### config.mk
export PLATFORM = sky130hd
export DESIGN_NAME = image_mean_squared_error
export DESIGN_NICKNAME = d
export VERILOG_FILES = /design/src/hw/rtl/imse_pkg.sv /design/src/hw/rtl/image_mean_squared_error.sv /design/src/hw/rtl/imse_fpu.sv
export SDC_FILE = /design/constraint.sdc
export NUM_CORES = 2
export LEC_CHECK = 0
export BUFFER_PORTS_ARGS = -buffer_cell sky130_fd_sc_hd__buf_2
export CAP_MARGIN = 20
export CORE_MARGIN = 2
export CORE_UTILIZATION = 30
export DETAILED_ROUTE_END_ITERATION = 10
export PLACE_DENSITY = 0.53
export SKIP_CTS_REPAIR_TIMING = 1
export SLEW_MARGIN = 40
export SYNTH_ARGS = -nofsm -noshare
export SYNTH_HDL_FRONTEND = slang
export SYNTH_SLANG_ARGS = --single-unit
### constraint.sdc
create_clock -name clk_i -period 17.1 [get_ports clk_i]
set_input_delay 0.855 -clock clk_i [delete_from_list [all_inputs] [get_ports clk_i]]
set_output_delay 0.855 -clock clk_i [all_outputs]
set_load 0.05 [all_outputs]
### src/hw/rtl/imse_pkg.sv
`default_nettype none

package imse_pkg;

  // Single-precision word and element counter widths
  localparam int unsigned FP_W  = 32;
  localparam int unsigned CNT_W = 25;

  // Exponent field code for infinity and NaN
  localparam logic [7:0] EXP_ALL_ONES = 8'hFF;

  // Positive infinity and positive zero
  localparam logic [FP_W-1:0] FP_POS_INF  = 32'h7F80_0000;
  localparam logic [FP_W-1:0] FP_POS_ZERO = 32'h0000_0000;

  // Operations of the shared float unit
  typedef enum logic [1:0] {
    OP_SUB,
    OP_MUL,
    OP_ADD,
    OP_DIV
  } fpu_op_e;

  // Request from the sequencer to the float unit
  typedef struct packed {
    logic             start;
    fpu_op_e          op;
    logic [FP_W-1:0]  a;
    logic [FP_W-1:0]  b;
    logic [CNT_W-1:0] cnt;
  } fpu_req_t;

  // Response from the float unit
  typedef struct packed {
    logic            done;
    logic [FP_W-1:0] result;
  } fpu_rsp_t;

endpackage

`default_nettype wire

### src/hw/rtl/image_mean_squared_error.sv
`default_nettype none

// Channel | Direction | Handshake                 | Beat fields
// in      | input     | in_valid_i / in_ready_o   | img_value_i, ref_value_i, last_element_i
// out     | output    | out_valid_o / out_ready_i | squared_error_o, mean_valid_o, mean_error_o
//
// One beat in gives one beat out. Each element runs through the shared float
// unit: subtract, square and accumulate in turn (accumulate is skipped when
// the square is not a normal number), each through its normalise loop (one bit
// a cycle, or sixteen at a time over long runs); the last element adds a
// restoring division for the mean.
// in_ready_o is high only while no element is in flight; the output register
// lets the next beat in while the previous result still waits.
// Reset clears the running sum to positive zero and the count to zero.
module image_mean_squared_error #(
  parameter int unsigned MAX_ELEMENTS = 16777216
) (
  input  wire logic        clk_i,
  input  wire logic        rst_ni,
  input  wire logic        in_valid_i,
  output      logic        in_ready_o,
  input  wire logic [31:0] img_value_i,
  input  wire logic [31:0] ref_value_i,
  input  wire logic        last_element_i,
  output      logic        out_valid_o,
  input  wire logic        out_ready_i,
  output      logic [31:0] squared_error_o,
  output      logic        mean_valid_o,
  output      logic [31:0] mean_error_o
);

  localparam logic [imse_pkg::CNT_W-1:0] CNT_MAX = imse_pkg::CNT_W'(MAX_ELEMENTS);

  localparam logic [1:0] ST_IDLE = 2'd0;
  localparam logic [1:0] ST_CALL = 2'd1;
  localparam logic [1:0] ST_OUT  = 2'd2;

  logic [1:0]                  state_q, state_d;
  imse_pkg::fpu_op_e           op_q, op_d;
  logic                        start_q, start_d;
  logic [31:0]                 a_q, a_d, b_q, b_d, diff_q, diff_d, sq_q, sq_d;
  logic [31:0]                 sum_q, sum_d, mean_q, mean_d;
  logic                        last_q, last_d;
  logic [imse_pkg::CNT_W-1:0]  count_q, count_d;
  logic                        out_valid_q, out_valid_d;
  logic [31:0]                 sq_out_q, sq_out_d, me_out_q, me_out_d;
  logic                        mv_out_q, mv_out_d;
  logic                        in_fire, out_load;
  imse_pkg::fpu_req_t          fpu_req;
  imse_pkg::fpu_rsp_t          fpu_rsp;

  // True for a normal number, false for zero, subnormal, infinity or NaN
  function automatic logic is_normal(input logic [31:0] v);
    is_normal = (v[30:23] != 8'd0) && (v[30:23] != imse_pkg::EXP_ALL_ONES);
  endfunction

  assign in_ready_o = (state_q == ST_IDLE);
  assign in_fire    = in_valid_i && in_ready_o;
  assign out_load   = (state_q == ST_OUT) && (!out_valid_q || out_ready_i);

  // Select operands for the shared unit
  always_comb begin
    fpu_req.start = start_q;
    fpu_req.op    = op_q;
    fpu_req.cnt   = count_q;
    case (op_q)
      imse_pkg::OP_SUB: begin
        fpu_req.a = a_q;
        fpu_req.b = b_q;
      end
      imse_pkg::OP_MUL: begin
        fpu_req.a = diff_q;
        fpu_req.b = diff_q;
      end
      imse_pkg::OP_ADD: begin
        fpu_req.a = sum_q;
        fpu_req.b = sq_q;
      end
      default: begin
        fpu_req.a = sum_q;
        fpu_req.b = imse_pkg::FP_POS_ZERO;
      end
    endcase
  end

  imse_fpu u_fpu (
    .clk_i  (clk_i),
    .rst_ni (rst_ni),
    .req_i  (fpu_req),
    .rsp_o  (fpu_rsp)
  );

  // Sequence one element through subtract, square, accumulate and mean
  always_comb begin
    state_d     = state_q;
    op_d        = op_q;
    start_d     = 1'b0;
    a_d         = a_q;
    b_d         = b_q;
    diff_d      = diff_q;
    sq_d        = sq_q;
    sum_d       = sum_q;
    mean_d      = mean_q;
    last_d      = last_q;
    count_d     = count_q;
    out_valid_d = out_valid_q && !out_ready_i;
    sq_out_d    = sq_out_q;
    mv_out_d    = mv_out_q;
    me_out_d    = me_out_q;
    case (state_q)
      ST_IDLE: begin
        if (in_fire) begin
          a_d     = is_normal(img_value_i) ? img_value_i : imse_pkg::FP_POS_ZERO;
          b_d     = is_normal(ref_value_i) ? ref_value_i : imse_pkg::FP_POS_ZERO;
          last_d  = last_element_i;
          op_d    = imse_pkg::OP_SUB;
          start_d = 1'b1;
          state_d = ST_CALL;
        end
      end
      ST_CALL: begin
        if (fpu_rsp.done) begin
          case (op_q)
            imse_pkg::OP_SUB: begin
              diff_d  = fpu_rsp.result;
              op_d    = imse_pkg::OP_MUL;
              start_d = 1'b1;
            end
            imse_pkg::OP_MUL: begin
              sq_d = fpu_rsp.result;
              if (count_q < CNT_MAX) begin
                count_d = count_q + imse_pkg::CNT_W'(1);
              end
              if (is_normal(fpu_rsp.result)) begin
                op_d    = imse_pkg::OP_ADD;
                start_d = 1'b1;
              end else if (last_q) begin
                op_d    = imse_pkg::OP_DIV;
                start_d = 1'b1;
              end else begin
                state_d = ST_OUT;
              end
            end
            imse_pkg::OP_ADD: begin
              sum_d = fpu_rsp.result;
              if (last_q) begin
                op_d    = imse_pkg::OP_DIV;
                start_d = 1'b1;
              end else begin
                state_d = ST_OUT;
              end
            end
            default: begin
              mean_d  = fpu_rsp.result;
              state_d = ST_OUT;
            end
          endcase
        end
      end
      ST_OUT: begin
        if (out_load) begin
          out_valid_d = 1'b1;
          sq_out_d    = sq_q;
          mv_out_d    = last_q;
          me_out_d    = last_q ? mean_q : imse_pkg::FP_POS_ZERO;
          if (last_q) begin
            sum_d   = imse_pkg::FP_POS_ZERO;
            count_d = '0;
          end
          state_d = ST_IDLE;
        end
      end
      default: begin
        state_d = ST_IDLE;
      end
    endcase
  end

  always_ff @(posedge clk_i or negedge rst_ni) begin
    if (!rst_ni) begin
      state_q     <= ST_IDLE;
      op_q        <= imse_pkg::OP_SUB;
      start_q     <= 1'b0;
      sum_q       <= imse_pkg::FP_POS_ZERO;
      count_q     <= '0;
      out_valid_q <= 1'b0;
    end else begin
      state_q     <= state_d;
      op_q        <= op_d;
      start_q     <= start_d;
      sum_q       <= sum_d;
      count_q     <= count_d;
      out_valid_q <= out_valid_d;
    end
  end

  // Hold operands and the result beat
  always_ff @(posedge clk_i) begin
    a_q      <= a_d;
    b_q      <= b_d;
    diff_q   <= diff_d;
    sq_q     <= sq_d;
    mean_q   <= mean_d;
    last_q   <= last_d;
    sq_out_q <= sq_out_d;
    mv_out_q <= mv_out_d;
    me_out_q <= me_out_d;
  end

  assign out_valid_o     = out_valid_q;
  assign squared_error_o = sq_out_q;
  assign mean_valid_o    = mv_out_q;
  assign mean_error_o    = me_out_q;

  // The float unit only answers a call that is in flight
  a_done_in_call: assert property (@(posedge clk_i) disable iff (!rst_ni)
    fpu_rsp.done |-> (state_q == ST_CALL))
    else $error("float unit answered outside a call");

  // A beat without the mean carries a zero mean
  a_mean_zero: assert property (@(posedge clk_i) disable iff (!rst_ni)
    (out_valid_o && !mean_valid_o) |-> (mean_error_o == 32'd0))
    else $error("mean given on a beat that is not the last");

  // The final beat clears the accumulator
  a_clear_after_last: assert property (@(posedge clk_i) disable iff (!rst_ni)
    (out_load && last_q) |=> ((count_q == '0) && (sum_q == imse_pkg::FP_POS_ZERO)))
    else $error("state not cleared after the last element");

  // The count never passes its ceiling
  a_count_cap: assert property (@(posedge clk_i) disable iff (!rst_ni)
    count_q <= CNT_MAX)
    else $error("element count beyond its ceiling");

endmodule

`default_nettype wire

### src/hw/rtl/imse_fpu.sv
`default_nettype none

// Shared single-precision unit: magnitude difference, add, multiply and
// divide by an integer count, all through one normalise and round loop.
// Results here are never negative, so the sign bit is always clear.
module imse_fpu (
  input  wire logic              clk_i,
  input  wire logic              rst_ni,
  input  wire imse_pkg::fpu_req_t req_i,
  output imse_pkg::fpu_rsp_t     rsp_o
);

  localparam int unsigned MW = 52;          // working significand width
  localparam int unsigned EW = 11;          // working exponent width
  localparam logic [5:0] DIV_LAST = 6'd51;  // MW quotient steps

  localparam logic [1:0] PH_IDLE = 2'd0;
  localparam logic [1:0] PH_DIV  = 2'd1;
  localparam logic [1:0] PH_NORM = 2'd2;

  logic [1:0]                    phase_q, phase_d;
  logic [MW-1:0]                 nm_q, nm_d;
  logic signed [EW-1:0]          ne_q, ne_d;
  logic                          stk_q, stk_d;
  logic [imse_pkg::CNT_W-1:0]    rem_q, rem_d;
  logic [imse_pkg::CNT_W-1:0]    cnt_q, cnt_d;
  logic [5:0]                    step_q, step_d;
  logic [imse_pkg::FP_W-1:0]     res_q, res_d;
  logic                          done_q, done_d;

  // Operand unpacking and alignment
  logic                          swap;
  logic [imse_pkg::FP_W-1:0]     x_op, y_op;
  logic [23:0]                   x_sig, y_sig, a_sig, b_sig;
  logic [7:0]                    a_exp, b_exp, a_eexp, b_eexp, sh_amt;
  logic [MW-1:0]                 xm, ym, ys;
  logic                          al_stk;
  logic [MW:0]                   sub_ext;
  logic [MW-1:0]                 add_sum;
  logic [47:0]                   prod;
  logic signed [EW-1:0]          mul_exp;
  logic                          special;

  // Division step
  logic [imse_pkg::CNT_W:0]      rem_ext;
  logic                          div_ge;

  // Rounding
  logic [7:0]                    exf;
  logic                          rnd_up;
  logic [imse_pkg::FP_W-1:0]     packed_rnd;

  assign a_exp  = req_i.a[30:23];
  assign b_exp  = req_i.b[30:23];
  assign a_eexp = (a_exp == 8'd0) ? 8'd1 : a_exp;
  assign b_eexp = (b_exp == 8'd0) ? 8'd1 : b_exp;
  assign a_sig  = {|a_exp, req_i.a[22:0]};
  assign b_sig  = {|b_exp, req_i.b[22:0]};

  // Order operands by magnitude for the adder path
  assign swap   = req_i.b[30:0] > req_i.a[30:0];
  assign x_op   = swap ? req_i.b : req_i.a;
  assign y_op   = swap ? req_i.a : req_i.b;
  assign x_sig  = {|x_op[30:23], x_op[22:0]};
  assign y_sig  = {|y_op[30:23], y_op[22:0]};
  assign sh_amt = x_op[30:23] - y_op[30:23];
  assign xm     = {1'b0, x_sig, 27'd0};
  assign ym     = {1'b0, y_sig, 27'd0};

  // Align the smaller operand, keeping a sticky bit of what falls off
  always_comb begin
    if (sh_amt >= 8'(MW)) begin
      ys     = '0;
      al_stk = |y_sig;
    end else begin
      ys     = ym >> sh_amt;
      al_stk = |(ym & ~({MW{1'b1}} << sh_amt));
    end
  end

  assign sub_ext = {xm, 1'b0} - {ys, al_stk};
  assign add_sum = xm + ys;
  assign prod    = a_sig * b_sig;
  assign mul_exp = $signed({3'b000, a_eexp}) + $signed({3'b000, b_eexp}) - 11'sd127;

  assign special = ((req_i.op == imse_pkg::OP_ADD) && (x_op[30:23] == imse_pkg::EXP_ALL_ONES))
                || (((req_i.op == imse_pkg::OP_MUL) || (req_i.op == imse_pkg::OP_DIV))
                    && (a_exp == imse_pkg::EXP_ALL_ONES));

  // One restoring division step
  assign rem_ext = {rem_q, nm_q[MW-1]};
  assign div_ge  = rem_ext >= {1'b0, cnt_q};

  // Pack and round to nearest even from the normalised value
  assign exf        = nm_q[MW-2] ? ne_q[7:0] : 8'd0;
  assign rnd_up     = nm_q[26] & ((|nm_q[25:0]) | stk_q | nm_q[27]);
  assign packed_rnd = {1'b0, exf, nm_q[49:27]} + {31'd0, rnd_up};

  // Sequence setup, division and normalisation
  always_comb begin
    phase_d = phase_q;
    nm_d    = nm_q;
    ne_d    = ne_q;
    stk_d   = stk_q;
    rem_d   = rem_q;
    cnt_d   = cnt_q;
    step_d  = step_q;
    res_d   = res_q;
    done_d  = 1'b0;
    case (phase_q)
      PH_IDLE: begin
        if (req_i.start) begin
          stk_d   = 1'b0;
          phase_d = PH_NORM;
          if (special) begin
            res_d   = imse_pkg::FP_POS_INF;
            done_d  = 1'b1;
            phase_d = PH_IDLE;
          end else begin
            case (req_i.op)
              imse_pkg::OP_SUB: begin
                // Unlike signs widen the gap, so take the magnitude sum
                if (req_i.a[31] != req_i.b[31]) begin
                  nm_d  = add_sum;
                  stk_d = al_stk;
                end else begin
                  nm_d  = sub_ext[MW:1];
                  stk_d = sub_ext[0];
                end
                ne_d  = $signed({3'b000, x_op[30:23]});
              end
              imse_pkg::OP_ADD: begin
                nm_d  = add_sum;
                stk_d = al_stk;
                ne_d  = $signed({3'b000, x_op[30:23]});
              end
              imse_pkg::OP_MUL: begin
                nm_d = {prod, 4'd0};
                ne_d = mul_exp;
              end
              imse_pkg::OP_DIV: begin
                nm_d    = {1'b0, a_sig, 27'd0};
                ne_d    = $signed({3'b000, a_exp});
                rem_d   = '0;
                cnt_d   = (req_i.cnt == '0) ? imse_pkg::CNT_W'(1) : req_i.cnt;
                step_d  = '0;
                phase_d = PH_DIV;
              end
              default: begin
                nm_d = '0;
              end
            endcase
          end
        end
      end
      PH_DIV: begin
        rem_d  = div_ge ? imse_pkg::CNT_W'(rem_ext - {1'b0, cnt_q})
                        : imse_pkg::CNT_W'(rem_ext);
        nm_d   = {nm_q[MW-2:0], div_ge};
        step_d = step_q + 6'd1;
        if (step_q == DIV_LAST) begin
          stk_d   = (rem_d != '0);
          phase_d = PH_NORM;
        end
      end
      PH_NORM: begin
        if (nm_q == '0) begin
          res_d   = imse_pkg::FP_POS_ZERO;
          done_d  = 1'b1;
          phase_d = PH_IDLE;
        end else if (nm_q[MW-1]) begin
          nm_d  = nm_q >> 1;
          stk_d = stk_q | nm_q[0];
          ne_d  = ne_q + 11'sd1;
        end else if (ne_q < 11'sd1) begin
          // Denormalise towards the smallest exponent
          if (ne_q <= -11'sd15) begin
            nm_d  = nm_q >> 16;
            stk_d = stk_q | (|nm_q[15:0]);
            ne_d  = ne_q + 11'sd16;
          end else begin
            nm_d  = nm_q >> 1;
            stk_d = stk_q | nm_q[0];
            ne_d  = ne_q + 11'sd1;
          end
        end else if (!nm_q[MW-2] && (ne_q > 11'sd1)) begin
          if ((nm_q[MW-2:MW-17] == '0) && (ne_q > 11'sd16)) begin
            nm_d = nm_q << 16;
            ne_d = ne_q - 11'sd16;
          end else begin
            nm_d = nm_q << 1;
            ne_d = ne_q - 11'sd1;
          end
        end else begin
          res_d   = (ne_q >= 11'sd255) ? imse_pkg::FP_POS_INF : packed_rnd;
          done_d  = 1'b1;
          phase_d = PH_IDLE;
        end
      end
      default: begin
        phase_d = PH_IDLE;
      end
    endcase
  end

  always_ff @(posedge clk_i or negedge rst_ni) begin
    if (!rst_ni) begin
      phase_q <= PH_IDLE;
      done_q  <= 1'b0;
      step_q  <= '0;
    end else begin
      phase_q <= phase_d;
      done_q  <= done_d;
      step_q  <= step_d;
    end
  end

  // Datapath registers
  always_ff @(posedge clk_i) begin
    nm_q  <= nm_d;
    ne_q  <= ne_d;
    stk_q <= stk_d;
    rem_q <= rem_d;
    cnt_q <= cnt_d;
    res_q <= res_d;
  end

  assign rsp_o.done   = done_q;
  assign rsp_o.result = res_q;

endmodule

`default_nettype wire
==> metrics <==
status=complete, no violations; dpl hpwl=177000 um; routability cong.=1.01; GR peak layer=met2; Initial Util=30.1%; DR vias=46000; chip height=418 um; first-pass iteration count of the detailed router=6; fin crit period=13.67 ns; Yosys cell types=117; Worst EP arrival=14.02 ns; layout cells sized above 1=8.66%; dpl cells=8101; TritonCTS clock tree=yes; die area=0.175 mm^2; largest family of logic cells by synthesized area=adder cells; Skew-Pair Late Insertion Delay=0.60 ns; I/O Pins=136; ANT nets after route=0; Post-Route WL=226000 um; Setup TNS=0 ns; crit path max-delay cell type=nor2_1; Final Setup Violations=0; CTS Buf Count=42; number of global-route vias before repair=45200; GRT Total Usage=25.4%; Synth Area in Compound Gates=16.4%; Power, Total=2.15 mW; synthesized net count=6884; yosys warns=0; initial detailed-routing violation count=5383; Most used DFF post-synth=edfxtp_1; H-tree Lvls=2; Vias per Instance=5.62; slew at the pin with the worst max-slew slack=0.986 ns; Worst Path Required=17.45 ns; DRC=0; total global routing overflow=0; Clock Skews=0.0263 ns; unrepaired setup endpoints after global routing=no; Mean Syn Cell Area=8.58 um^2; synthesized-area fraction occupied by adder cells=26.9%; clock transition at the registers of the reported paths=0.08 ns; met2 usage=38.7%; xor and xnor area share after synthesis=3.05%; CP max stage delay=0.75 ns; clk buf depth=3; f_max=73.2 MHz; DIE WIDTH=418 um; CP max FO=52; Critical Path Start Type=flop; clock sink count=444; Max VDD drop=0.0596 mV; Leakage=24.2 nW; Non-Filler Instances=8189; Core Rows=152; largest net degree at the start of global routing=77; Layout area overhead=9.23%; cells on worst reg2reg path=44; root buf cell=clkbuf_16; post-route clock period utilization=79.9%; Routed wire per std cell=27.5 um; IO Port Bufs=135; initial antenna violation count=22; synthesis-stage register bit count=444; Mapped Area=0.0515 mm^2; Post-Syn Instances=5999; mux cell area share after synthesis=2.30%; Max-slew headroom=33.9%; Core Area=0.171 mm^2; Pins Over Slew Limit=0; post-synthesis sequential area ratio=25.2%; CP most frequent cell=nand2_1; Crit Path Category=reg -> reg; Post-synth EDFFs=372; HP Class=in -> async; met1 Use GR=35.7%; ys async rst share=16.2%; crit end category=flop; Power Density=38.3 mW/mm^2; global-route wire length before repair=327000 um; max cap viols=0; Final Hold Fails=0; met3 usage in global routing=4.71%; simple-gate area share of the yosys netlist=17.7%; Final nets=6798
-- power by group --
| group | switching (mW) | total, mW | internal [mW] | leakage, nW |
|---|---|---|---|---|
| Sequential | 0.00000000000000000808 | 1.16 | 1.16 | 4.22 |
| Clock | 0.460 | 0.972 | 0.512 | 0.653 |
| Combinational | 0.0112 | 0.0211 | 0.00987 | 19.4 |
| Total | 0.471 | 2.15 | 1.68 | 24.2 |
-- final cells by class --
type	instances	area [um^2]
inverters	727	2730
multi-input cells	4430	34700
well taps	2233	2790
fillers	17900	115000
flip-flops and latches	444	13000
clock inverters	21	195
clock buffers	56	1150
diodes	10	25.0
repair buffers	268	1680
-- cell usage in the layout (no fill, tap or decap), types with 49 or more instances in the layout --
| cell | Yosys | routed |
|---|---|---|
| a21o_1 | 49 | 49 |
| a21oi_1 | 338 | 336 |
| a22oi_1 | 52 | 49 |
| and2_1 | 123 | 122 |
| buf_2 | 27 | 138 |
| buf_4 | 2 | 124 |
| dfrtp_1 | 72 | 72 |
| edfxtp_1 | 372 | 372 |
| fa_1 | 485 | 485 |
| ha_1 | 331 | 322 |
| inv_1 | 706 | 703 |
| mux2i_1 | 72 | 70 |
| nand2_1 | 842 | 842 |
| nand3_1 | 103 | 103 |
| nand4_1 | 51 | 51 |
| nor2_1 | 585 | 575 |
| nor3_1 | 85 | 83 |
| o211ai_1 | 53 | 53 |
| o21ai_0 | 291 | 276 |
| xnor2_1 | 110 | 100 |
| xor2_1 | 69 | 66 |
-- sequential cells by signal, indices dropped and copies added (netlist names), 2 cells and up --
register         count
state_q              2
u_fpu.ne_q          11
u_fpu.step_q         6
u_fpu.res_q         32
squared_error_o     32
op_q                 2
u_fpu.nm_q          52
diff_q              32
mean_q              32
count_q             25
sq_q                32
a_q                 32
u_fpu.rem_q         25
sum_q               32
u_fpu.phase_q        2
b_q                 32
u_fpu.cnt_q         25
mean_error_o        32
-- cells in the mapped netlist, types with 53 or more instances --
library cell  number  area [um^2]
nand2_1          842         3160
inv_1            706         2650
nor2_1           585         2200
fa_1             485         9710
edfxtp_1         372        11200
a21oi_1          338         1690
ha_1             331         4140
clkbuf_1         320         1200
o21ai_0          291         1460
and2_1           123          769
xnor2_1          110          963
nand3_1          103          515
nor3_1            85          425
dfrtp_1           72         1800
mux2i_1           72          721
xor2_1            69          604
o211ai_1          53          398
-- logic make-up after synthesis --
kind of cell | Yosys count
flip-flops | 444
adder cells (fa/ha/maj) | 816
buffers and inverters | 1125
multiplexers | 103
AO/OA/AOI/OAI | 1288
AND/OR/NAND/NOR | 2044
XOR/XNOR | 179
-- routing by layer --
metal / up-vias / wire length [um]
met3: 365 / 19800
met1: 23200 / 97800
met2: 2294 / 97600
met4: 10 / 10200
met5: - / 149
li1: 20200 / -
-- worst max-delay path: cells and delay by family, from the launching register on --
kind | cells | cell delay (ns)
muxes | 1 | 0.12
DFF | 1 | 0.50
AOI/OAI and AO/OA | 19 | 4.46
buffers and inverters | 5 | 2.41
adders and majority gates | 4 | 1.51
and+or+nand+nor | 15 | 4.31
-- worst paths after layout --
path	start	endpoint	slack [ns]
max	op_q[0]	u_fpu.nm_q[51]	3.43
min	rst_ni	count_q[7]	0.14
max reg2reg	op_q[0]	u_fpu.nm_q[51]	3.43
min reg2reg	sq_q[12]	squared_error_o[12]	0.46
max in group asynchronous	rst_ni	sum_q[16]	16.02
min in group clk_i	last_element_i	last_q	0.45
-- stage by stage --
step | utilization (%) | setup slack (ns) | area (um^2) | hold WS, ns
2_1_floorplan | - | 4.91 | 51500 | 0.424
3_3_place_gp | 31.9 | 3.73 | 54500 | 0.462
3_5_place_dp | 32.0 | 3.60 | 54800 | 0.473
4_1_cts | 32.8 | 3.56 | 56100 | 0.127
5_1_grt | 32.9 | 2.55 | 56200 | 0.139
6_report | 32.9 | 3.43 | 56200 | 0.138
Note: power is estimated with default switching activity, not from simulation.
